[src/rtl/jrds_pkg.sv]
// Shared constants, types and the exponent root table for the stick shaper.
// No dependencies; every other file in rtl/ imports this package.
package jrds_pkg;

	// Register index codes (byte address / 4)
	localparam logic [2:0] REG_DEADZONE = 3'd0;
	localparam logic [2:0] REG_EXPONENT = 3'd1;
	localparam logic [2:0] REG_INV_X    = 3'd2;
	localparam logic [2:0] REG_INV_Y    = 3'd3;
	localparam logic [2:0] REG_DPU      = 3'd4;

	// Datapath widths
	localparam int RAD_W   = 32;  // sum of squares
	localparam int LOG_W   = 15;  // remapped magnitude fed to the log unit
	localparam int FRAC_W  = 16;  // log / exp fraction bits
	localparam int MANT_W  = 31;  // Q1.30 mantissa
	localparam int Q_SHIFT = 30;

	typedef logic [FRAC_W-1:0] frac_t;
	typedef logic [15:0]       mag_t;

	// Root c_j of the exp table: c_0 = 2^29, c_j = floor(sqrt(c_(j-1) * 2^30))
	function automatic logic [29:0] exp_root(input int j);
		longint unsigned c;
		longint unsigned v;
		longint unsigned res;
		longint unsigned bt;
		c = 64'd1 << 29;
		for (int i = 0; i < j; i++) begin
			v = c << 30;
			res = 0;
			bt = 64'd1 << 62;
			for (int b = 0; b < 32; b++) begin
				if (v >= res + bt) begin
					v = v - (res + bt);
					res = (res >> 1) + bt;
				end else begin
					res = res >> 1;
				end
				bt = bt >> 2;
			end
			c = res;
		end
		return c[29:0];
	endfunction

endpackage

[src/rtl/jrds_div.sv]
// Pipelined restoring divider, several lanes over one shared divisor.
// Imports jrds_pkg but uses none of it; quotient must fit in QW bits.
module jrds_div #(
	parameter int LANES = 1,
	parameter int NW    = 31,
	parameter int DW    = 16,
	parameter int QW    = 16,
	parameter int SW    = 1
) (
	input  logic                       clk,
	input  logic                       arst_n,
	input  logic                       en,
	input  logic                       v_in,
	input  logic [LANES-1:0][NW-1:0]   num_in,
	input  logic [DW-1:0]              den_in,
	input  logic [SW-1:0]              side_in,
	output logic                       v_out,
	output logic [LANES-1:0][QW-1:0]   quo_out,
	output logic [SW-1:0]              side_out
);
	import jrds_pkg::*;

	localparam int STEPS = 4;
	localparam int NST   = (QW + STEPS - 1) / STEPS;
	localparam int HI_W  = NW - QW;

	logic                     vld_s  [NST];
	logic [LANES-1:0][DW:0]   rem_s  [NST];
	logic [LANES-1:0][QW-1:0] low_s  [NST];
	logic [DW-1:0]            den_s  [NST];
	logic [SW-1:0]            side_s [NST];

	for (genvar g = 0; g < NST; g++) begin : g_stage
		logic                     vld_i;
		logic [LANES-1:0][DW:0]   rem_i;
		logic [LANES-1:0][QW-1:0] low_i;
		logic [DW-1:0]            den_i;
		logic [SW-1:0]            side_i;
		logic [LANES-1:0][DW:0]   rem_n;
		logic [LANES-1:0][QW-1:0] low_n;

		if (g == 0) begin : g_first
			always_comb begin
				for (int l = 0; l < LANES; l++) begin
					rem_i[l] = {{(DW + 1 - HI_W){1'b0}}, num_in[l][NW-1:QW]};
					low_i[l] = num_in[l][QW-1:0];
				end
			end
			assign vld_i  = v_in;
			assign den_i  = den_in;
			assign side_i = side_in;
		end else begin : g_next
			assign vld_i  = vld_s[g-1];
			assign rem_i  = rem_s[g-1];
			assign low_i  = low_s[g-1];
			assign den_i  = den_s[g-1];
			assign side_i = side_s[g-1];
		end

		// Shift in one dividend bit, subtract where it fits, record the bit
		always_comb begin
			rem_n = rem_i;
			low_n = low_i;
			for (int l = 0; l < LANES; l++) begin
				for (int j = 0; j < STEPS; j++) begin
					if (g * STEPS + j < QW) begin
						rem_n[l] = {rem_n[l][DW-1:0], low_n[l][QW-1]};
						low_n[l] = {low_n[l][QW-2:0], 1'b0};
						if (rem_n[l] >= {1'b0, den_i}) begin
							rem_n[l]    = rem_n[l] - {1'b0, den_i};
							low_n[l][0] = 1'b1;
						end
					end
				end
			end
		end

		always_ff @(posedge clk or negedge arst_n) begin
			if (!arst_n) begin
				vld_s[g] <= 1'b0;
			end else if (en) begin
				vld_s[g] <= vld_i;
			end
		end

		always_ff @(posedge clk) begin
			if (en) begin
				rem_s[g]  <= rem_n;
				low_s[g]  <= low_n;
				den_s[g]  <= den_i;
				side_s[g] <= side_i;
			end
		end
	end

	assign v_out    = vld_s[NST-1];
	assign quo_out  = low_s[NST-1];
	assign side_out = side_s[NST-1];

endmodule

[config.mk]
export PLATFORM = sky130hd
export DESIGN_NAME = jrds_div
export DESIGN_NICKNAME = d
export VERILOG_FILES = /design/src/rtl/jrds_pkg.sv /design/src/rtl/jrds_div.sv
export SDC_FILE = /design/constraint.sdc
export NUM_CORES = 1
export LEC_CHECK = 0
export BUFFER_PORTS_ARGS = -buffer_cell sky130_fd_sc_hd__buf_4
export CORE_MARGIN = 2
export CORE_UTILIZATION = 53
export DETAILED_ROUTE_END_ITERATION = 6
export GPL_ROUTABILITY_DRIVEN = 0
export PLACE_DENSITY = 0.7
export SLEW_MARGIN = 20
export SYNTH_ARGS = -nofsm -noshare
export SYNTH_HDL_FRONTEND = slang
export SYNTH_SLANG_ARGS = --single-unit
[constraint.sdc]
create_clock -name clk -period 11.1 [get_ports clk]
set_clock_uncertainty 0.05 [all_clocks]
set_input_delay 0.555 -clock clk [delete_from_list [all_inputs] [get_ports clk]]
set_output_delay 0.555 -clock clk [all_outputs]
set_load 0.02 [all_outputs]
-- After elaboration in Yosys (flattened, before gate mapping)
Memory sizes are Yosys's and may differ from the RTL's.
Cells that the tools add are included.
- RAM bits: 200
- register bits after elaboration: 4
- word-level logic and storage cells: 74
- memories: 4
- input bits: 52
- memories (memory ; depth ; bits a word ; read ports ; clocked after memory_dff ; wr ports ; line ; RTL):
    rem_s ; 4 ; 17 ; 3 ; 0 ; 4 ; jrds_div.sv:28 ; logic [LANES-1:0][DW:0] rem_s [NST];
    den_s ; 4 ; 16 ; 3 ; 0 ; 4 ; jrds_div.sv:30 ; logic [DW-1:0] den_s [NST];
    low_s ; 4 ; 16 ; 4 ; 0 ; 4 ; jrds_div.sv:29 ; logic [LANES-1:0][QW-1:0] low_s [NST];
    side_s ; 4 ; 1 ; 4 ; 0 ; 4 ; jrds_div.sv:31 ; logic [SW-1:0] side_s [NST];
- multiplexer cells: 34
- add/sub/neg operators: 16
- $lt $le $gt $ge: 16
- operators with widths (cell ; count):
    greater-or-equal comparator 17 x 16 -> 1 bit ; 15
    two-way mux 16 bit ; 12
    subtractor 16 bit ; 12
    two-way mux 17 bit ; 4
    subtractor 17 x 16 -> 17 bit ; 4
    two-way mux 1 bit ; 18
    greater-or-equal comparator 16 bit ; 1

-- Logic depth before layout (Yosys ltp)
Gate-level depths: netlist of run 1.
An unclocked memory read counts as a cell.
- word-level depth: 9
- depth in mapped cells: 47
- mapped depth without buffers: 42

-- Worst setup path before layout of run 1
Ideal clock, no wire load.
- path type: input-to-reg
- start point: in num_in[15] in the netlist's numbering
- end point: mem rem_s[0][10] in the netlist's numbering, data pin
- library setup time: 260 ps
- path buffers: 4
- data arrival time: 9805 ps
- stages on the path: 46
- path slack: 984 ps
- cells stage by stage: inv_1 > ha_1 > inv_1 > fa_1 > a211o_1 > a2111oi_4 > o21a_2 > a21oi_2 > o22ai_4 > clkbuf_1 > nor2_1 > a21oi_1 > inv_1 > ha_1 > nor2b_1 > o31a_1 > o31a_1 > o211ai_1 > [10 not listed] > a31oi_1 > a21o_1 > a21oi_1 > o21ai_4 > buf_6 > mux2_4 > ha_1 > and3_1 > o21ai_0 > nand4b_1 > a41oi_1 > o31ai_1 > a21oi_1 > nor2b_1 > a211oi_1 > o221ai_4 > buf_6 > mux2_4
- RTL lines (what ; line ; RTL):
    from (decl) ; jrds_div.sv:14 ; input logic [LANES-1:0][NW-1:0] num_in,
    to (decl) ; jrds_div.sv:28 ;

==> results_dict.tcl, run 1 <==
set metrics [dict create \
    yosysSeqAreaShare_pct 25.6 \
    critPathKind "register to register" \
    cp_slowest_cell "edfxtp_1" \
    slew_viol_final 0 \
    grt_pass1_vias 15865 \
    hold_slack_ps 220 \
    synth_top_area_share_pct 25.1 \
    cts_max_level 4 \
    fmax_ghz 0.0959 \
    wl_per_cell_um 19.3 \
    syn_nets 2445 \
    fin_crit_sh_pct 94.0 \
    pin_count 70 \
    multi_input_area_um2 13800 \
    hold_violations 0 \
    start_util_pct 53.6 \
    crit_path_end_kind "register" \
    hold-path-endpoint "low_s[0][10]" \
    max_stage_delay_ps 410 \
    status "complete, no violations" \
    rr_worst_depth 40 \
    antenna_found_initial 0 \
    cap_violations 0 \
    grt_pass1_wl_um 81500 \
    fin_crit_ps 10430 \
    async_flop_share_pct 2.38 \
    worstMarginPinSlew_ps 946 \
    final_util_pct 58.5 \
    yosysTopAreaCell "edfxtp_1" \
    reg2reg_to "rem_s[2][12]" \
    die_area_um2 38500 \
    cp_common_cell "ha_1" \
    cts-root-buf "clkbuf_16" \
    arrival_ps 10560 \
    via_count 16548 \
    rrSetupSlack_ps 670 \
    synth_seq_cells 168 \
    hold_path_depth 1 \
    die_h_um 196 \
    crit_fanout 19 \
    grt.total_usage_pct 26.7 \
    drc 0 \
    syn2layout_area_growth_pct 9.11 \
    ant_nets 0 \
    synth_most_common_cell "ha_1" \
    syn_area_per_cell_um2 9.23 \
    nFillCells 3127 \
    clk_pin_slew_ps 80 \
    synthesis.area_um2 19600 \
    antenna_cells 0 \
    rows 70 \
    coreArea_um2 36500 \
    r2r_start "den_s[1][12]" \
    first_iter_violations 1104 \
    yosysUniqueCellTypes 99 \
    cts_tree "built" \
    yosys-top-cells-count "256 x ha_1, 168 x a21oi_1, 164 x edfxtp_1" \
    final_nets 2527 \
    cp-start-kind "register" \
    drtPass1Iterations 5 \
    cts_buffer_depth 2 \
    ff_latch_area_um2 5020 \
    worstHoldPathType "input pin to register" \
    dp_hpwl_um 41100 \
    yosysWarnings 0 \
    overflow 0 \
    relSlewSlack_pct 36.9 \
    required_ps 11230 \
    vias_per_cell 6.16 \
    grt_max_degree 95 \
    synthTopCellsByArea "edfxtp_1 25%, ha_1 16%, mux2_2 6.8%" \
    clk_latency_ps 460 \
    portBuffers 69 \
    wl_um 51700 \
    finalSetupViolCount 0 \
    drive_gt1_share_pct 14.1 \
    ys.flop_type "edfxtp_1" \
    die_w_um 196 \
    synthCells 2122 \
    cts_buffers 17 \
    synth_edf_count 164 \
    worstHoldStart "num_in[6]" \
    clkSinkCount 168 \
]
cells by family (layout without fill, tap and decap cells):
logic type	Yosys count	after routing	share of synthesized area (%)
adder cells (fa/ha/maj)	271	271	17.9
multiplexers	169	169	9.86
AND/OR/NAND/NOR	545	545	13.8
AO/OA/AOI/OAI	603	603	21.1
flip-flops	168	168	25.6
buffers and inverters	194	289	4.04
XOR/XNOR	172	172	7.69
area by class of cell:
type | count | share of cell area [%]
Clock buffer | 18 | 2.01
Clock inverter | 14 | 0.866
Inverter | 164 | 2.91
Sequential cell | 168 | 23.5
Tap cell | 468 | 2.74
Multi-Input combinational cell | 1760 | 64.5
Timing Repair Buffer | 93 | 3.47
stage by stage:
stage / setup TNS [ps] / worst slack (ps) / area (um2) / instances
2_1_floorplan: 0 / 984 / 19600 / 2122
3_3_place_gp: 0 / 464 / 20700 / 2648
3_5_place_dp: 0 / 152 / 20700 / 2648
4_1_cts: 0 / 397 / 21300 / 2681
5_1_grt: -30.5 / -19.3 / 21400 / 2685
6_report: 0 / 668 / 21400 / 2685
registers in the layout, summed over array words and instances (netlist names):
register and count:
den_s 48, g_stage.vld_i 3, low_s 64, rem_s 48
side_s 4, v_out 1
worst max-delay path by stage:
stage                     slack [ps]            to         start
after floorplan                  980  rem_s[0][10]    num_in[15]
after global placement           460  rem_s[1][12]   den_s[0][1]
after detailed placement         150  rem_s[0][13]    num_in[15]
after CTS                        400  rem_s[1][12]   den_s[0][1]
after global routing             -20  rem_s[1][12]   den_s[0][1]
final                            670  rem_s[2][12]  den_s[1][12]
worst max-delay path, delay by kind of cell (launching register included):
family	cells	cell delay (ps)
AND/OR/NAND/NOR	8	1620
multiplexers	5	1840
buffers and inverters	5	1060
adder cells (fa/ha/maj)	4	1410
AO/OA/AOI/OAI	18	3750
flip-flops	1	410
what timing repair did:
item | in CTS | in global routing
setup endpoints to repair | 0 | 51
endpoints found under the hold margin | 4 | 0
setup buffers | 0 | 4
hold buffers | 1 | 0
resized for setup | 0 | 6
placed cells by master (no fill, tap or decap), types with 6 or more instances in the layout:
master / Yosys / layout
nor2b_1: 45 / 45
o211ai_1: 16 / 16
a211oi_1: 11 / 11
a31o_2: 7 / 7
and2_1: 10 / 10
o41ai_1: 6 / 6
a31oi_1: 16 / 16
xor2_1: 63 / 63
a21oi_1: 168 / 168
mux2_1: 6 / 6
nand3_1: 35 / 35
nand2_1: 127 / 127
ha_1: 256 / 256
o21bai_1: 24 / 24
o21a_1: 47 / 47
xnor2_1: 109 / 109
o31ai_1: 12 / 12
and3_1: 12 / 12
edfxtp_1: 164 / 164
a21boi_0: 12 / 12
nand4_1: 39 / 39
buf_4: 3 / 88
mux2i_1: 28 / 27
nor2_1: 151 / 151
clkbuf_16: 0 / 17
mux2_4: 17 / 17
or2_2: 8 / 8
mux2_2: 118 / 118
a21o_1: 68 / 68
o31a_1: 13 / 13
or3_1: 16 / 16
nand2b_1: 23 / 23
nand3b_1: 6 / 6
inv_1: 159 / 158
a211o_1: 10 / 10
nor3_1: 37 / 37
nor4_1: 9 / 9
fa_1: 15 / 15
o21ai_0: 123 / 119
routing by layer:
layer | up-vias | GRT usage (%) | part of all wire, %
met4 | 0 | 10.8 | 3.7
met1 | 7914 | 33.2 | 43
met2 | 431 | 47.0 | 49
li1 | 8086 | - | -
met3 | 117 | 3.01 | 3.9
met5 | - | 0 | 0
Power of run 1 is not shown: default switching activity piles up to over one toggle a cycle in this logic, so the estimate is an artifact.
==> run 2, diff against run 1 <==
- BUFFER_PORTS_ARGS: -buffer_cell sky130_fd_sc_hd__buf_4 -> default
- DONT_BUFFER_PORTS: default -> 1
- PLACE_DENSITY: 0.7 -> 0.68
- SETUP_SLACK_MARGIN: default -> 0.3
==> run 2 against run 1 <==
Setup slack improved by 130 ps. Register-to-register slack gained 180 ps. Final area is 1.9% lower. Routed wire length shrank 1.2%. Critical path type is now input pin to register. Highest routed layer is now met5. Fmax increased by 1.3%. Die area stayed put. Clock-buffer cell count down 1. Via count decreased by 3.2%. Sequential share of layout area is 0.46 points higher.
==> results_dict.tcl, run 2 (synthesis gave the netlist of run 1 again) <==
set metrics [dict create \
    largest_registers "low_s (64), den_s (48), rem_s (48)" \
    rows 70 \
    r2r_start "den_s[0][10]" \
    rrSetupSlack_ps 850 \
    grt_pass1_vias 15385 \
    clk_pin_slew_ps 80 \
    largest_register_ff_count 64 \
    final_cell_mix "255 x ha_1, 168 x a21oi_1, 164 x edfxtp_1" \
    final_util_pct 57.4 \
    coreArea_um2 36500 \
    reg2reg_to "rem_s[1][15]" \
    die_h_um 196 \
    crit_path_end_kind "register" \
    worstMarginPinSlew_ps 745 \
    hold-path-endpoint "den_s[0][12]" \
    fin_crit_ps 10300 \
    grt_pass1_wl_um 80800 \
    cap_violations 0 \
    crit_fanout 17 \
    design_area_um2 21000 \
    first_iter_violations 1012 \
    portBuffers 0 \
    finalSetupViolCount 0 \
    max_stage_delay_ps 410 \
    relSlewSlack_pct 50.2 \
    slew_viol_final 0 \
    critPathKind "input pin to register" \
    rr_worst_depth 41 \
    antenna_found_initial 1 \
    overflow 0 \
    hold_path_depth 0 \
    vias_per_cell 6.11 \
    final_nets 2463 \
    arrival_ps 10460 \
    drive_gt1_share_pct 11.9 \
    wl_um 51100 \
    ant_nets 0 \
    worstHoldPathType "input pin to register" \
    clkSinkCount 168 \
    worstHoldStart "den_in[12]" \
    cp_slowest_cell "fa_1" \
    hold_violations 0 \
    cp-start-kind "input pin" \
    cts_max_level 4 \
    cts-root-buf "clkbuf_16" \
    status "complete, no violations" \
    die_area_um2 38500 \
    rsz0062_at_grt "false" \
    layout_commonest_cell "ha_1" \
    setup_tns_ps 0 \
    nFillCells 3186 \
    required_ps 11260 \
    cts_tree "built" \
    ff_latch_area_um2 5020 \
    drtPass1Iterations 6 \
    die_w_um 196 \
    clk_latency_ps 460 \
    fin_crit_sh_pct 92.8 \
    grt_max_degree 169 \
    cts_buffers 17 \
    start_util_pct 53.6 \
    largest-register "low_s" \
    wl_per_cell_um 19.5 \
    antenna_cells 0 \
    cts_buffer_depth 2 \
    via_count 16026 \
    multi_input_area_um2 13900 \
    syn2layout_area_growth_pct 7.02 \
    drc 0 \
    dp_hpwl_um 41000 \
    fmax_ghz 0.0971 \
    grt.total_usage_pct 26.3 \
    place_area_um2 20200 \
    pin_count 70 \
]
==> run 2: cell count changes in the layout (fill, tap and decap cells not counted), sizes merged <==
cell      before  now
buf           92   27
inv          169  172
bufinv         3    1
clkinv         4    6
clkinvlp       2    0
clkbuf        18   17
o22ai          1    2
==> run 2: how the worst max path moves through the flow <==
stage           startpoint           end  slack (ps)
6_report        num_in[15]  rem_s[0][14]         800
5_1_grt        den_s[2][1]   low_s[3][0]         290
4_1_cts         num_in[15]  rem_s[0][14]         500
3_5_place_dp    num_in[15]  rem_s[0][14]          90
3_3_place_gp    num_in[15]  rem_s[0][14]         380
2_1_floorplan   num_in[15]  rem_s[0][10]         980
==> run 2: critical path: cells and delay by family <==
kind	cells	cell delay [ps]
buf+inv	5	530
mux	4	1390
simple gates	5	910
compound gates	23	5550
fa+ha+maj	5	1470
==> run 2: routing by layer <==
metal  track usage (%)  share of wire [%]  wire, um  vias up
met1              33.2                 43     22200     7543
li1                  -                  -         -     7942
met4              9.34                3.1      1580        2
met3              4.07                4.7      2390       98
met2              45.8                 49     24900      441
met5                 0              0.025        13        -
==> run 2: area by class of cell <==
type	instances	area share [%]
sequential	168	24.0
inverter	164	2.95
clock buffer	17	2.03
clock inverter	15	1.04
tap	468	2.79
multi-input combinational	1761	66.1
timing repair buffer	28	1.09
==> run 2: timing repair <==
item,CTS,global route
hold buffers,1,0
buffers inserted,0,7
gates resized for setup,0,20
hold endpoints to repair,4,0
setup endpoints to repair,0,51
==> run 2: stage by stage <==
stage	instances	setup WS (ps)	hold WS [ps]
2_1_floorplan	2122	984	209
3_3_place_gp	2580	378	210
3_5_place_dp	2580	93.8	210
4_1_cts	2613	495	107
5_1_grt	2621	286	111
6_report	2621	800	134
Power of run 2 is left out for the same reason.
==> run 3, diff against run 2 <==
- PLACE_DENSITY: 0.68 -> 0.79
==> run 3 against run 2 <==
Register-to-register slack got worse by 30 ps. Worst hold slack got worse by 1.4 ps. Critical path depth is 4 lower. Sequential cell count is the same. Via count increased by 3.1%. First-iteration DRC count grew 19%. Die area is the same. Largest cell class unchanged.
==> results_dict.tcl, run 3 (synthesis gave the netlist of run 1 again) <==
set metrics [dict create \
    status "complete, no violations" \
    antenna_cells 0 \
    grt.total_usage_pct 25.9 \
    largest_register_ff_count 64 \
    ff_latch_area_um2 5020 \
    first_iter_violations 1206 \
    dp_hpwl_um 39900 \
    cts_max_level 4 \
    nFillCells 3096 \
    drc 0 \
    syn2layout_area_growth_pct 6.55 \
    drive_gt1_share_pct 11.9 \
    crit_start "den_s[1][3]" \
    worstHoldPathType "input pin to register" \
    die_area_um2 38500 \
    critPathKind "register to register" \
    wl_um 50400 \
    rrSetupSlack_ps 820 \
    layout_commonest_cell "ha_1" \
    crit_fanout 19 \
    finalSetupViolCount 0 \
    cts_buffer_depth 2 \
    start_util_pct 53.6 \
    clk_pin_slew_ps 80 \
    cts-root-buf "clkbuf_16" \
    fin_cells 2617 \
    fmax_ghz 0.0973 \
    relSlewSlack_pct 52.2 \
    die_w_um 196 \
    clk_latency_ps 460 \
    max_stage_delay_ps 430 \
    required_ps 11240 \
    cp_common_cell "ha_1" \
    hold_violations 0 \
    portBuffers 0 \
    drtPass1Iterations 6 \
    grt_max_degree 169 \
    pin_count 70 \
    grt_pass1_wl_um 80400 \
    ant_nets 0 \
    cts_buffers 17 \
    cp_slowest_cell "mux2_2" \
    cp-start-kind "register" \
    crit_path_end_kind "register" \
    cap_violations 0 \
    multi_input_area_um2 13900 \
    via_count 16529 \
    fin_crit_sh_pct 92.6 \
    overflow 0 \
    slew_viol_final 0 \
    placed_cells 2572 \
    antenna_found_initial 1 \
    largest_registers "low_s (64), den_s (48), rem_s (48)" \
    final_nets 2459 \
    worstHoldStart "num_in[1]" \
    setup_tns_ps 0 \
    vias_per_cell 6.32 \
    rsz0062_at_grt "false" \
    rows 70 \
    r2r_start "den_s[1][3]" \
    clkSinkCount 168 \
    final_cell_mix "256 x ha_1, 168 x a21oi_1, 164 x edfxtp_1" \
    grt_pass1_vias 16125 \
    arrival_ps 10430 \
    wl_per_cell_um 19.2 \
    die_h_um 196 \
    fin_crit_ps 10280 \
    worstMarginPinSlew_ps 711 \
    coreArea_um2 36500 \
    largest-register "low_s" \
    cts_tree "built" \
]
run 3: path summary, 6_finish.rpt:
kind / end / cells past startpoint
max reg2reg: rem_s[2][12] / 38
min in group asynchronous: g_stage[1].vld_i / 1
max: rem_s[2][12] / 38
max in group asynchronous: v_out / 1
min reg2reg: low_s[2][10] / 0
min: low_s[0][5] / 0
run 3: layout make-up:
class | count | area share (%)
multi-input cells | 1760 | 66.3
flip-flops and latches | 168 | 24.1
inverters | 164 | 2.98
well taps | 468 | 2.80
clock buffers | 17 | 2.04
repair buffers | 25 | 1.05
clock inverters | 15 | 0.719
run 3: repair_timing:
| item | 4_1_cts | 5_1_grt |
|---|---|---|
| buffers inserted | 2 | 10 |
| pin swaps | 1 | 2 |
| resized for setup | 1 | 20 |
| endpoints found under the hold margin | 4 | 0 |
| cloned | 0 | 0 |
| hold buffers | 1 | 0 |
| endpoints found under the setup margin | 15 | 51 |
run 3: per-stage QoR:
| step | setup WS (ps) | cell area, um2 | hold WS [ps] | utilization, % |
|---|---|---|---|---|
| final | 818 | 20900 | 132 | 57.2 |
| after detailed placement | 127 | 20100 | 209 | 55.0 |
| after floorplan | 984 | 19600 | 209 | - |
| after global placement | 564 | 20100 | 209 | 55.0 |
| after CTS | 478 | 20700 | 121 | 56.7 |
| after global routing | 307 | 20900 | 122 | 57.2 |
run 3: routing by layer:
layer / vias to the layer above / share of wire [%] / track usage [%]
met5: - / 0 / 0
met4: 0 / 4.2 / 11.7
met3: 159 / 5.7 / 3.82
met2: 602 / 49 / 45.6
met1: 7829 / 41 / 31.4
li1: 7939 / - / -
run 3: critical path: cells and delay by family (launching register included):
family                     cells  cell delay (ps)
and+or+nand+nor                8             1540
buffers and inverters          4              740
muxes                          4             1510
DFF                            1              380
adders and majority gates      4             1420
AOI/OAI and AO/OA             18             4340
Power of run 3 is left out for the same reason.
