$ cat config.mk
export PLATFORM = sky130hd
export DESIGN_NAME = jrds_isqrt
export DESIGN_NICKNAME = d
export VERILOG_FILES = /design/src/rtl/jrds_pkg.sv /design/src/rtl/jrds_isqrt.sv
export SDC_FILE = /design/constraint.sdc
export NUM_CORES = 1
export LEC_CHECK = 0
export BUFFER_PORTS_ARGS = -buffer_cell sky130_fd_sc_hd__buf_2
export CAP_MARGIN = 30
export CORE_MARGIN = 3
export CORE_UTILIZATION = 40
export DETAILED_ROUTE_END_ITERATION = 10
export GPL_TIMING_DRIVEN = 0
export SLEW_MARGIN = 20
export SYNTH_ARGS = -nofsm -noshare
export SYNTH_HDL_FRONTEND = slang
export SYNTH_SLANG_ARGS = --single-unit
$ cat constraint.sdc
create_clock -name clk -period 16.2 [get_ports clk]
set_input_delay 3.24 -clock clk [delete_from_list [all_inputs] [get_ports clk]]
set_output_delay 3.24 -clock clk [all_outputs]
set_load 0.01 [all_outputs]
$ cat src/rtl/jrds_pkg.sv
// Shared constants, types and the exponent root table for the stick shaper.
// No dependencies; every other file in rtl/ imports this package.
package jrds_pkg;

	// Register index codes (byte address / 4)
	localparam logic [2:0] REG_DEADZONE = 3'd0;
	localparam logic [2:0] REG_EXPONENT = 3'd1;
	localparam logic [2:0] REG_INV_X    = 3'd2;
	localparam logic [2:0] REG_INV_Y    = 3'd3;
	localparam logic [2:0] REG_DPU      = 3'd4;

	// Datapath widths
	localparam int RAD_W   = 32;  // sum of squares
	localparam int LOG_W   = 15;  // remapped magnitude fed to the log unit
	localparam int FRAC_W  = 16;  // log / exp fraction bits
	localparam int MANT_W  = 31;  // Q1.30 mantissa
	localparam int Q_SHIFT = 30;

	typedef logic [FRAC_W-1:0] frac_t;
	typedef logic [15:0]       mag_t;

	// Root c_j of the exp table: c_0 = 2^29, c_j = floor(sqrt(c_(j-1) * 2^30))
	function automatic logic [29:0] exp_root(input int j);
		longint unsigned c;
		longint unsigned v;
		longint unsigned res;
		longint unsigned bt;
		c = 64'd1 << 29;
		for (int i = 0; i < j; i++) begin
			v = c << 30;
			res = 0;
			bt = 64'd1 << 62;
			for (int b = 0; b < 32; b++) begin
				if (v >= res + bt) begin
					v = v - (res + bt);
					res = (res >> 1) + bt;
				end else begin
					res = res >> 1;
				end
				bt = bt >> 2;
			end
			c = res;
		end
		return c[29:0];
	endfunction

endpackage

$ cat src/rtl/jrds_isqrt.sv
// Pipelined digit-by-digit integer square root, four result bits per stage.
// Depends on jrds_pkg for the radicand width.
module jrds_isqrt #(
	parameter int SW = 1
) (
	input  logic                             clk,
	input  logic                             arst_n,
	input  logic                             en,
	input  logic                             v_in,
	input  logic [jrds_pkg::RAD_W-1:0]       rad_in,
	input  logic [SW-1:0]                    side_in,
	output logic                             v_out,
	output logic [jrds_pkg::RAD_W/2-1:0]     root_out,
	output logic [SW-1:0]                    side_out
);
	import jrds_pkg::*;

	localparam int ITER  = RAD_W / 2;
	localparam int STEPS = 4;
	localparam int NST   = (ITER + STEPS - 1) / STEPS;
	localparam int REM_W = ITER + 4;

	logic             vld_s  [NST];
	logic [RAD_W-1:0] rad_s  [NST];
	logic [ITER-1:0]  root_s [NST];
	logic [REM_W-1:0] rem_s  [NST];
	logic [SW-1:0]    side_s [NST];

	for (genvar g = 0; g < NST; g++) begin : g_stage
		logic             vld_i;
		logic [RAD_W-1:0] rad_i;
		logic [ITER-1:0]  root_i;
		logic [REM_W-1:0] rem_i;
		logic [SW-1:0]    side_i;
		logic [RAD_W-1:0] rad_n;
		logic [ITER-1:0]  root_n;
		logic [REM_W-1:0] rem_n;

		if (g == 0) begin : g_first
			assign vld_i  = v_in;
			assign rad_i  = rad_in;
			assign root_i = '0;
			assign rem_i  = '0;
			assign side_i = side_in;
		end else begin : g_next
			assign vld_i  = vld_s[g-1];
			assign rad_i  = rad_s[g-1];
			assign root_i = root_s[g-1];
			assign rem_i  = rem_s[g-1];
			assign side_i = side_s[g-1];
		end

		// Bring down two radicand bits, try root*4+1, keep the result bit
		always_comb begin
			logic [REM_W-1:0] trial;
			rad_n  = rad_i;
			root_n = root_i;
			rem_n  = rem_i;
			for (int j = 0; j < STEPS; j++) begin
				if (g * STEPS + j < ITER) begin
					rem_n = {rem_n[REM_W-3:0], rad_n[RAD_W-1 -: 2]};
					rad_n = {rad_n[RAD_W-3:0], 2'b00};
					trial = {2'b00, root_n, 2'b01};
					if (rem_n >= trial) begin
						rem_n  = rem_n - trial;
						root_n = {root_n[ITER-2:0], 1'b1};
					end else begin
						root_n = {root_n[ITER-2:0], 1'b0};
					end
				end
			end
		end

		always_ff @(posedge clk or negedge arst_n) begin
			if (!arst_n) begin
				vld_s[g] <= 1'b0;
			end else if (en) begin
				vld_s[g] <= vld_i;
			end
		end

		always_ff @(posedge clk) begin
			if (en) begin
				rad_s[g]  <= rad_n;
				root_s[g] <= root_n;
				rem_s[g]  <= rem_n;
				side_s[g] <= side_i;
			end
		end
	end

	assign v_out    = vld_s[NST-1];
	assign root_out = root_s[NST-1];
	assign side_out = side_s[NST-1];

endmodule

== Yosys cells after proc, flatten, opt, wreduce, memory -nomap -nowiden ==
Memories as Yosys holds them, arrays and structs flattened.
Index checks and enable logic that the tools add are counted.

* Logic and storage cells: 74
* Bits in writable memories: 244
* Output and inout port bits: 18
* Flip-flop bits (word level): 4
* Memories: 4
* Input bits: 37

* Mux-type cells: 34
* Order comparisons: 16
* Add/subtract/negate cells: 16

{| class="wikitable"
|+ Memory list
! name !! depth !! bits a word !! rd ports !! clocked after Yosys merged registers in !! write ports !! line !! source
|-
| rad_s || 4 || 24 || 3 || 0 || 4 || jrds_isqrt.sv:24 || <nowiki>logic [RAD_W-1:0] rad_s [NST];</nowiki>
|-
| rem_s || 4 || 20 || 3 || 0 || 4 || jrds_isqrt.sv:26 || <nowiki>logic [REM_W-1:0] rem_s [NST];</nowiki>
|-
| root_s || 4 || 16 || 4 || 0 || 4 || jrds_isqrt.sv:25 || <nowiki>logic [ITER-1:0] root_s [NST];</nowiki>
|-
| side_s || 4 || 1 || 4 || 0 || 4 || jrds_isqrt.sv:27 || <nowiki>logic [SW-1:0] side_s [NST];</nowiki>
|}

{| class="wikitable"
|+ Operators by type and width
! cell !! number
|-
| 20-bit by 18-bit greater-or-equal comparator with 1-bit output || 12
|-
| 18-bit two-way mux || 12
|-
| 18-bit subtractor || 9
|-
| 20-bit two-way mux || 4
|-
| 20-bit by 18-bit subtractor with 20-bit output || 3
|-
| 20-bit by 3-bit greater-or-equal comparator with 1-bit output || 1
|-
| 20-bit by 4-bit greater-or-equal comparator with 1-bit output || 1
|-
| 20-bit by 5-bit greater-or-equal comparator with 1-bit output || 1
|-
| 20-bit by 5-bit subtractor with 20-bit output || 1
|-
| 1-bit two-way mux || 18
|-
| 18-bit by 3-bit subtractor with 18-bit output || 1
|-
| 18-bit by 4-bit subtractor with 18-bit output || 1
|-
| 2-bit by 1-bit subtractor with 3-bit output, second input constant || 1
|-
| 2-bit by 1-bit greater-or-equal comparator with 1-bit output, second input constant || 1
|}

== Logic depth before layout (Yosys ltp) ==
Gate-level depths: netlist of run 1.
An unclocked memory read counts as a cell.

* Depth in word-level cells: 9
* Depth in mapped cells: 51
* Mapped depth without buffers: 47

== Least setup slack after synthesis of run 1 ==
No wires, ideal clock.

* Kind: flip-flop to flip-flop
* Start point: mem root_s[1][3] in the netlist's numbering
* End point: mem rem_s[2][16] in the netlist's numbering (data pin)
* Stages on the path, launching flop included: 47
* Path buffers: 4
* Library setup time: 0.260 ns
* Period minus slack after synthesis: 9.353 ns
* Required time: 15.940 ns
* Data arrival time: 9.093 ns
* Slack: 6.847 ns
* Cell sequence: edfxtp_1 -> inv_1 -> ha_1 -> a21o_1 -> or3_1 -> o21bai_2 -> nand3_2 -> buf_1 -> a21oi_1 -> ha_1 -> clkbuf_1 -> o211ai_1 -> nor3b_1 -> nand4_1 -> o211ai_1 -> a211o_1 -> nor2_1 -> nand2_1 -> (+11 left out) -> nor2b_1 -> nor3_1 -> o41ai_1 -> nor3_1 -> nand2_1 -> clkbuf_1 -> nand2_1 -> nand2_1 -> ha_1 -> a21oi_1 -> nor2_1 -> a211o_1 -> a21oi_1 -> nor3b_1 -> a31oi_1 -> or2_2 -> a2111oi_0 -> mux2_2

{| class="wikitable"
|+ RTL lines
! what !! line
|-
| from (decl) || jrds_isqrt.sv:25
|-
| to (decl) || jrds_isqrt.sv:26
|}

==> results of run 1 <==
-- cells by family after synthesis --
group,after synthesis,share of synthesized area
simple gates,564,0.192
flops,150,0.297
other cells,1,0.000249
mux,45,0.0326
fa+ha+maj,151,0.125
compound gates,510,0.221
xor+xnor,158,0.0928
buf+inv,144,0.0388
-- worst register-to-register path, delay by kind of cell (launching register included) --
kind	cells	cell delay, ns
AOI/OAI and AO/OA	16	3.64
xor gates and xnor gates	1	0.20
adders and majority gates	4	1.21
buffers and inverters	7	2.05
DFF	1	0.34
muxes	1	0.39
and+or+nand+nor	18	3.75
-- synth_stat cells, drive strengths merged (33+ instances only) --
master	n
o21ai	114
a21o	42
xor2	59
nor3	46
nand2	152
a21oi	150
nor2	138
mux2	33
ha	151
edfxtp	146
xnor2	99
nand3	45
inv	107
-- worst min path at each step --
stage,end,depth (start not counted),start
final,rad_s[1][15],0,rad_s[0][7]
after global routing,rad_s[1][9],0,rad_s[0][1]
after CTS,rad_s[1][15],0,rad_s[0][7]
after detailed placement,rad_s[1][12],0,rad_s[0][4]
after global placement,side_s[2],0,side_s[1]
after floorplan,rad_s[1][10],0,rad_s[0][2]
-- metal layers --
metal / part of all wire / track usage
met3: 0.034 / 0.0255
met4: 0.017 / 0.0485
met2: 0.47 / 0.323
met1: 0.48 / 0.267
met5: 0 / 0
-- per-stage QoR --
stage                     hold WS, ns  cell area, um^2
final                           0.415            16700
after global routing            0.426            16700
after floorplan                 0.400            15100
after global placement          0.401            16000
after CTS                       0.418            16700
after detailed placement        0.405            16000
-- power by group --
part           switching (uW)  internal, uW
logic                    1210           862
clock network             165           274
registers                53.1           540
-- area by class of cell --
type                            instances  share of cell area
Sequential cell                       150               0.269
Inverter                              110              0.0254
Clock inverter                         11              0.0103
Clock buffer                           21              0.0288
Tap cell                              504              0.0378
Buffer                                 34             0.00968
Timing Repair Buffer                   55              0.0185
Multi-Input combinational cell       1430               0.601
-- registers in the layout, indices dropped and copies added (netlist names) --
| signal | flops |
|---|---|
| g_stage.vld_i | 3 |
| v_out | 1 |
| side_s | 4 |
| root_s | 40 |
| rem_s | 54 |
| rad_s | 48 |
==> results.sh, run 1 <==
export IMPL_ctsHoldBuffers=0
export IMPL_portBuffers=54
export IMPL_cts_tree="done"
export IMPL_critPathTopFamily="simple AND/OR/NAND/NOR gates"
export IMPL_dp_hpwl_mm=31.1
export IMPL_clk_pin_slew_ns=0.06
export IMPL_insertion_delay_ns=0.44
export IMPL_grt_pass1_wl_mm=63.9
export IMPL_cts_setup_buffers=0
export IMPL_rsz0062_at_grt="no"
export IMPL_maxCapViolCount=0
export IMPL_ant_nets=0
export IMPL_grt_total_usage=0.194
export IMPL_gp_congestion=0.886
export IMPL_drc_errors=0
export IMPL_drt_vias_per_instance=5.62
export IMPL_dp_slack_ns=4.50
export IMPL_initial_utilization=0.409
export IMPL_worstSetupPathType="flop to flop"
export IMPL_postSynth_asyncResetShare=0.0267
export IMPL_io_pins=55
export IMPL_grt_max_degree=105
export IMPL_p_per_area_nw_per_um2=186
export IMPL_drive_gt1_frac=0.104
export IMPL_multi_input_area_um2=10000
export IMPL_drt_iter0_markers=847
export IMPL_ys_ff_latch=150
export IMPL_final_common_cell="ha_1"
export IMPL_layout_min_cycle_time_ns=11.83
export IMPL_fin_skew_ns=0.00884
export IMPL_antenna_found_initial=0
export IMPL_arrival_ns=12.02
export IMPL_final_cell_mix="151 x ha_1, 150 x nand2_1, 150 x a21oi_1"
export IMPL_clkSinkCount=150
export IMPL_fin_nets=1986
export IMPL_fillers=3563
export IMPL_syn_avg_cell_area_um2=8.75
export IMPL_reg2reg_depth=47
export IMPL_cp_endpoint="rem_s[2][16]"
export IMPL_synth_area_leader_cell="edfxtp_1"
export IMPL_ir_worst_vdd_mv=0.0820
export IMPL_ys_types=111
export IMPL_die_area_um2=40100
export IMPL_wl_per_cell_um=17.0
export IMPL_grt_overflow=0
export IMPL_worst_path_buf_inv=7
export IMPL_p_leak_uw=0.00686
export IMPL_dr_pass1_iters=5
export IMPL_crit_path_max_incr_delay_ns=0.52
export IMPL_setup_worst_path_end_class="flop"
export IMPL_area_sequential_um2=4480
export IMPL_vias=12999
export IMPL_synth_edf_count=146
export IMPL_setup_viol=0
export IMPL_cp_data_required_time_ns=16.39
export IMPL_fmax_mhz=84.5
export IMPL_n_antenna_cell=0
export IMPL_cts_root_buf="clkbuf_16"
export IMPL_maxSlewViolCount=0
export IMPL_ys_seq_area_frac=0.297
export IMPL_cts_htree_levels=4
export IMPL_clockBufferDepth=2
export IMPL_reg2reg_from="root_s[1][7]"
export IMPL_die_width_um=200
export IMPL_cp_startpoint="root_s[1][7]"
export IMPL_ys_flop_type="edfxtp_1"
export IMPL_numCtsBuffers=17
export IMPL_dp_cells=2283
export IMPL_num_rows=70
export IMPL_reg2reg_to="rem_s[2][16]"
export IMPL_ctsResizeCount=0
export IMPL_crit_fanout=11
export IMPL_fin_setup_tns_ns=0
export IMPL_syn_inst=1723
export IMPL_instances_no_fill=2315
export IMPL_period_share=0.730
export IMPL_status="finished, final reports clean"
export IMPL_final_setup_worst_slack_ns=4.37
export IMPL_syn_to_final_growth_pct=10.6
export IMPL_final_core_util=0.452
export IMPL_cpMostUsedCell="a21o_1"
export IMPL_ys_warn_count=0
export IMPL_netlist_area_um2=15100
export IMPL_hp_class="flop to flop"
export IMPL_regToRegSetupSlack_ns=4.37
export IMPL_crit_cells=47
export IMPL_grt_pass1_vias=12318
export IMPL_critPathLaunchType="flop"
export IMPL_power_uw=3100
export IMPL_worst_slew_pin_transition_ns=0.935
export IMPL_fp_dieH_um=200
export IMPL_finalHoldViolations=0
export IMPL_wirelength_mm=39.3
export IMPL_relSlewSlack=0.375
export IMPL_slowest_stage="buf_1"
export IMPL_synth_top_area_share=0.291
export IMPL_synth_area_leaders="edfxtp_1 29%, ha_1 13%, xnor2_1 5.7%"
export IMPL_core_area_um2=36900
(Power assumes the default switching activity.)
==> run 2, diff against run 1 <==
Clock period 16.2 ns to 11.1 ns, I/O delays scaled along.
==> run 2 against run 1 <==
Net effect: critical endpoint unchanged; combinational power grew 49%; largest cell class unchanged; via count about the same; worst hold slack improved by 0.00089 ns; total power is 48% higher; fmax is 14% higher; register-to-register slack got worse by 3.7 ns; clock power rose by 46%.
==> results.sh, run 2 (same netlist as run 1, synthesis figures left out) <==
export IMPL_drive_gt1_frac=0.121
export IMPL_top_regs="rem_s (54), rad_s (48), root_s (40)"
export IMPL_clkSinkCount=150
export IMPL_cts_htree_levels=4
export IMPL_die_area_um2=40100
export IMPL_drt_iter0_markers=842
export IMPL_grt_pass1_wl_mm=63.9
export IMPL_io_pins=55
export IMPL_grt_overflow=0
export IMPL_die_width_um=200
export IMPL_worst_slew_pin_transition_ns=0.795
export IMPL_fillers=3543
export IMPL_final_cell_mix="150 x ha_1, 149 x nand2_1, 148 x a21oi_1"
export IMPL_relSlewSlack=0.465
export IMPL_final_core_util=0.456
export IMPL_fmax_mhz=96.0
export IMPL_cell_internal_pwr_uw=2470
export IMPL_setup_viol=0
export IMPL_area_sequential_um2=4480
export IMPL_setup_worst_path_end_class="flop"
export IMPL_reg2reg_depth=45
export IMPL_p_leak_uw=0.00691
export IMPL_wirelength_mm=39.5
export IMPL_antenna_found_initial=0
export IMPL_worstSetupPathType="flop to flop"
export IMPL_fp_dieH_um=200
export IMPL_largest_register="rem_s"
export IMPL_ir_worst_vdd_mv=0.120
export IMPL_post_dp_cell_area_um2=16000
export IMPL_grt_total_usage=0.194
export IMPL_largest_register_ffs=54
export IMPL_cp_endpoint="rem_s[2][16]"
export IMPL_reg2reg_from="root_s[1][1]"
export IMPL_cts_root_buf="clkbuf_16"
export IMPL_ant_nets=0
export IMPL_final_common_cell="ha_1"
export IMPL_maxCapViolCount=0
export IMPL_fin_skew_ns=0.00803
export IMPL_cp_data_required_time_ns=11.29
export IMPL_p_per_area_nw_per_um2=272
export IMPL_status="finished, final reports clean"
export IMPL_drc_errors=0
export IMPL_numCtsBuffers=17
export IMPL_grt_pass1_vias=12318
export IMPL_core_area_um2=36900
export IMPL_multi_input_area_um2=10100
export IMPL_cts_tree="done"
export IMPL_finalHoldViolations=0
export IMPL_pwr_share_clk=0.140
export IMPL_wl_per_cell_um=17.1
export IMPL_slowest_stage="edfxtp_1"
export IMPL_switching_share=0.460
export IMPL_portBuffers=54
export IMPL_power_frac_comb=0.672
export IMPL_dr_pass1_iters=5
export IMPL_cpMostUsedCell="a21o_1"
export IMPL_layout_min_cycle_time_ns=10.42
export IMPL_gp_congestion=0.886
export IMPL_regToRegSetupSlack_ns=0.68
export IMPL_num_rows=70
export IMPL_hold_ws_ns=0.416
export IMPL_n_antenna_cell=0
export IMPL_period_share=0.938
export IMPL_fin_nets=1988
export IMPL_syn_to_final_growth_pct=11.6
export IMPL_p_switching_uw=2110
export IMPL_clk_pin_slew_ns=0.06
export IMPL_crit_path_max_incr_delay_ns=0.40
export IMPL_seq_power_share=0.189
export IMPL_grt_max_degree=105
export IMPL_cp_startpoint="root_s[1][1]"
export IMPL_dp_hpwl_mm=31.1
export IMPL_final_area_um2=16800
export IMPL_maxSlewViolCount=0
export IMPL_arrival_ns=10.60
export IMPL_crit_fanout=10
export IMPL_insertion_delay_ns=0.44
export IMPL_initial_utilization=0.409
export IMPL_drt_vias_per_instance=5.61
export IMPL_critPathLaunchType="flop"
export IMPL_reg2reg_to="rem_s[2][16]"
export IMPL_hp_class="flop to flop"
export IMPL_clockBufferDepth=2
export IMPL_vias=13009
run 2: power groups by stage:
stage	clock network [uW]	registers, uW	logic [uW]
3_3_place_gp	0	878	2920
3_5_place_dp	0	877	2970
2_1_floorplan	0	848	2360
5_1_grt	681	877	3430
4_1_cts	658	866	3010
6_report	640	865	3080
run 2: worst min path at each step:
stage          depth (start not counted)        start            to  slack [ns]
4_1_cts                                0  rad_s[0][7]  rad_s[1][15]        0.42
2_1_floorplan                          0  rad_s[0][2]  rad_s[1][10]        0.40
3_3_place_gp                           0    side_s[1]     side_s[2]        0.40
6_report                               0  rad_s[0][7]  rad_s[1][15]        0.42
5_1_grt                                0  rad_s[0][1]   rad_s[1][9]        0.43
3_5_place_dp                           0  rad_s[0][4]  rad_s[1][12]        0.40
run 2: critical path: cells and delay by family, from the launching register on:
kind            cells  cell delay, ns
compound gates     20            4.06
fa+ha+maj           4            1.38
buf+inv             5            1.32
mux                 1            0.37
flops               1            0.40
simple gates       15            2.61
run 2: timing repair:
item,CTS,global route
setup buffers,0,4
cloned,0,0
hold buffers,0,0
pin swaps,0,2
endpoints found under the setup margin,20,20
gates resized for setup,9,32
run 2: final cells by class:
class                      instances  share of cell area
inverter                         110              0.0256
clock inverter                    11              0.0102
sequential                       150               0.267
buffer                            32             0.00997
timing repair buffer              59              0.0201
tap                              504              0.0375
multi-input combinational       1430               0.602
clock buffer                      21              0.0286
run 2: layer usage:
layer / track usage / vias up / share of wire
met1: 0.267 / 6156 / 0.48
met4: 0.0485 / 0 / 0.018
met3: 0.0255 / 46 / 0.033
li1: - / 6552 / -
met5: 0 / - / 0
met2: 0.322 / 255 / 0.46
run 2: stage by stage:
stage | cells | setup slack, ns | TNS, ns | power (uW)
detailed placement | 2283 | -0.596 | -4.60 | 3840
finish | 2317 | 0.685 | 0 | 4580
global route | 2317 | -0.00546 | -0.00559 | 4990
CTS | 2315 | 0.0231 | 0 | 4530
global placement | 2282 | -0.455 | -3.98 | 3800
floorplan | 1724 | 1.75 | 0 | 3210
==> run 3, diff against run 2 <==
Settings changed: CORE_MARGIN 3 to default.
==> run 3 against run 2 <==
Net effect: critical path depth shrank 1; die area decreased by 4.0%; non-clock buffer count shrank 1; first-iteration DRC count rose by 4.9%; fmax is 1.2% lower; clock skew increased by 0.0068 ns; combinational power is essentially flat; wire length rose by 0.45%.
==> results.sh, run 3 (same netlist as run 1, synthesis figures left out) <==
export IMPL_status="finished, final reports clean"
export IMPL_fillers=3672
export IMPL_cts_tree="done"
export IMPL_clockBufferDepth=2
export IMPL_grt_total_usage=0.207
export IMPL_setup_viol=0
export IMPL_initial_utilization=0.409
export IMPL_drt_vias_per_instance=5.60
export IMPL_cp_data_required_time_ns=11.29
export IMPL_syn_to_final_growth_pct=11.1
export IMPL_final_area_um2=16700
export IMPL_die_width_um=196
export IMPL_cts_htree_levels=4
export IMPL_dp_slack_ns=-0.622
export IMPL_die_area_um2=38500
export IMPL_power_uw=4530
export IMPL_slowest_stage="edfxtp_1"
export IMPL_post_dp_cell_area_um2=16000
export IMPL_cts_root_buf="clkbuf_16"
export IMPL_drc_errors=0
export IMPL_setup_worst_path_end_class="flop"
export IMPL_layout_min_cycle_time_ns=10.54
export IMPL_fmax_mhz=94.9
export IMPL_multi_input_area_um2=10100
export IMPL_ant_nets=0
export IMPL_area_sequential_um2=4480
export IMPL_final_cell_mix="151 x ha_1, 149 x nand2_1, 147 x a21oi_1"
export IMPL_hold_ws_ns=0.417
export IMPL_drt_iter0_markers=883
export IMPL_drive_gt1_frac=0.120
export IMPL_critPathTopFamily="compound AO/OA/AOI/OAI gates"
export IMPL_dp_hpwl_mm=31.2
export IMPL_fin_skew_ns=0.0148
export IMPL_arrival_ns=10.74
export IMPL_crit_fanout=12
export IMPL_cpMostUsedCell="a21o_1"
export IMPL_maxCapViolCount=0
export IMPL_numCtsBuffers=17
export IMPL_fin_nets=1987
export IMPL_n_antenna_cell=0
export IMPL_p_leak_uw=0.00688
export IMPL_num_rows=70
export IMPL_vias=12970
export IMPL_io_pins=55
export IMPL_wl_per_cell_um=17.1
export IMPL_period_share=0.950
export IMPL_grt_pass1_wl_mm=63.2
export IMPL_ctsHoldBuffers=0
export IMPL_grt_overflow=0
export IMPL_worst_slew_pin_transition_ns=0.853
export IMPL_dr_pass1_iters=5
export IMPL_insertion_delay_ns=0.45
export IMPL_grt_max_degree=101
export IMPL_core_area_um2=36900
export IMPL_portBuffers=54
export IMPL_p_per_area_nw_per_um2=271
export IMPL_fp_dieH_um=196
export IMPL_critPathLaunchType="flop"
export IMPL_clk_pin_slew_ns=0.07
export IMPL_antenna_found_initial=0
export IMPL_wirelength_mm=39.7
export IMPL_grt_pass1_vias=11993
export IMPL_hp_class="flop to flop"
export IMPL_largest_register_ffs=54
export IMPL_worstSetupPathType="flop to flop"
export IMPL_finalHoldViolations=0
export IMPL_crit_path_max_incr_delay_ns=0.49
export IMPL_top_regs="rem_s (54), rad_s (48), root_s (40)"
export IMPL_ir_worst_vdd_mv=0.157
export IMPL_maxSlewViolCount=0
export IMPL_relSlewSlack=0.426
export IMPL_final_common_cell="ha_1"
export IMPL_gp_congestion=0.892
export IMPL_worst_path_buf_inv=6
export IMPL_largest_register="rem_s"
export IMPL_final_setup_worst_slack_ns=0.557
export IMPL_clkSinkCount=150
==> run 3: cell count changes in the layout (fill, tap and decap cells not counted), moves of 2 or more <==
cell        delta
clkinvlp_4     -2
inv_6          +6
bufinv_16      -3
clkbuf_8       -4
clkinv_1       +2
inv_8          +3
inv_2          -2
==> run 3: cell type report <==
type                            instances  area share
Buffer                                 31     0.00979
Clock inverter                         15     0.00949
Clock buffer                           17      0.0254
Inverter                              110      0.0257
Timing Repair Buffer                   59      0.0202
Sequential cell                       150       0.268
Multi-Input combinational cell       1430       0.604
Tap cell                              504      0.0377
==> run 3: through the flow <==
step,setup TNS [ns],utilization,instances
after floorplan,0,-,1724
after global placement,-4.50,0.433,2282
after detailed placement,-6.32,0.434,2283
after CTS,0,0.451,2315
after global routing,-0.725,0.454,2316
final,0,0.454,2316
==> run 3: timing repair <==
item                                    CTS  global route
resized for setup                        12            25
buffers inserted                          0             4
pin swaps                                 0             3
endpoints found under the setup margin   20            20
==> run 3: where the power goes <==
group,switching (uW),internal (uW),leakage (uW)
Combinational,1800,1280,0.00514
Clock,268,318,0.000290
Sequential,76.8,787,0.00144
Total,2150,2390,0.00688
==> run 3: path summary, 6_finish.rpt <==
| kind | startpoint | endpoint | slack [ns] | cells after the start |
|---|---|---|---|---|
| worst max register to register | root_s[1][0] | rem_s[2][16] | 0.56 | 44 |
| worst min register to register | rad_s[0][10] | rad_s[1][18] | 0.42 | 0 |
| worst min-delay path | rad_s[0][10] | rad_s[1][18] | 0.42 | 0 |
| max in group asynchronous | arst_n | g_stage[3].vld_i | 9.42 | 1 |
| min in group asynchronous | arst_n | v_out | 1.56 | 1 |
| worst max-delay path | root_s[1][0] | rem_s[2][16] | 0.56 | 44 |
==> run 3: layer usage <==
| layer | vias to the layer above | part of all wire | GRT usage |
|---|---|---|---|
| li1 | 6577 | - | - |
| met1 | 6095 | 0.48 | 0.284 |
| met2 | 253 | 0.46 | 0.339 |
| met3 | 45 | 0.037 | 0.0277 |
| met4 | 0 | 0.021 | 0.0616 |
| met5 | - | 0 | 0 |
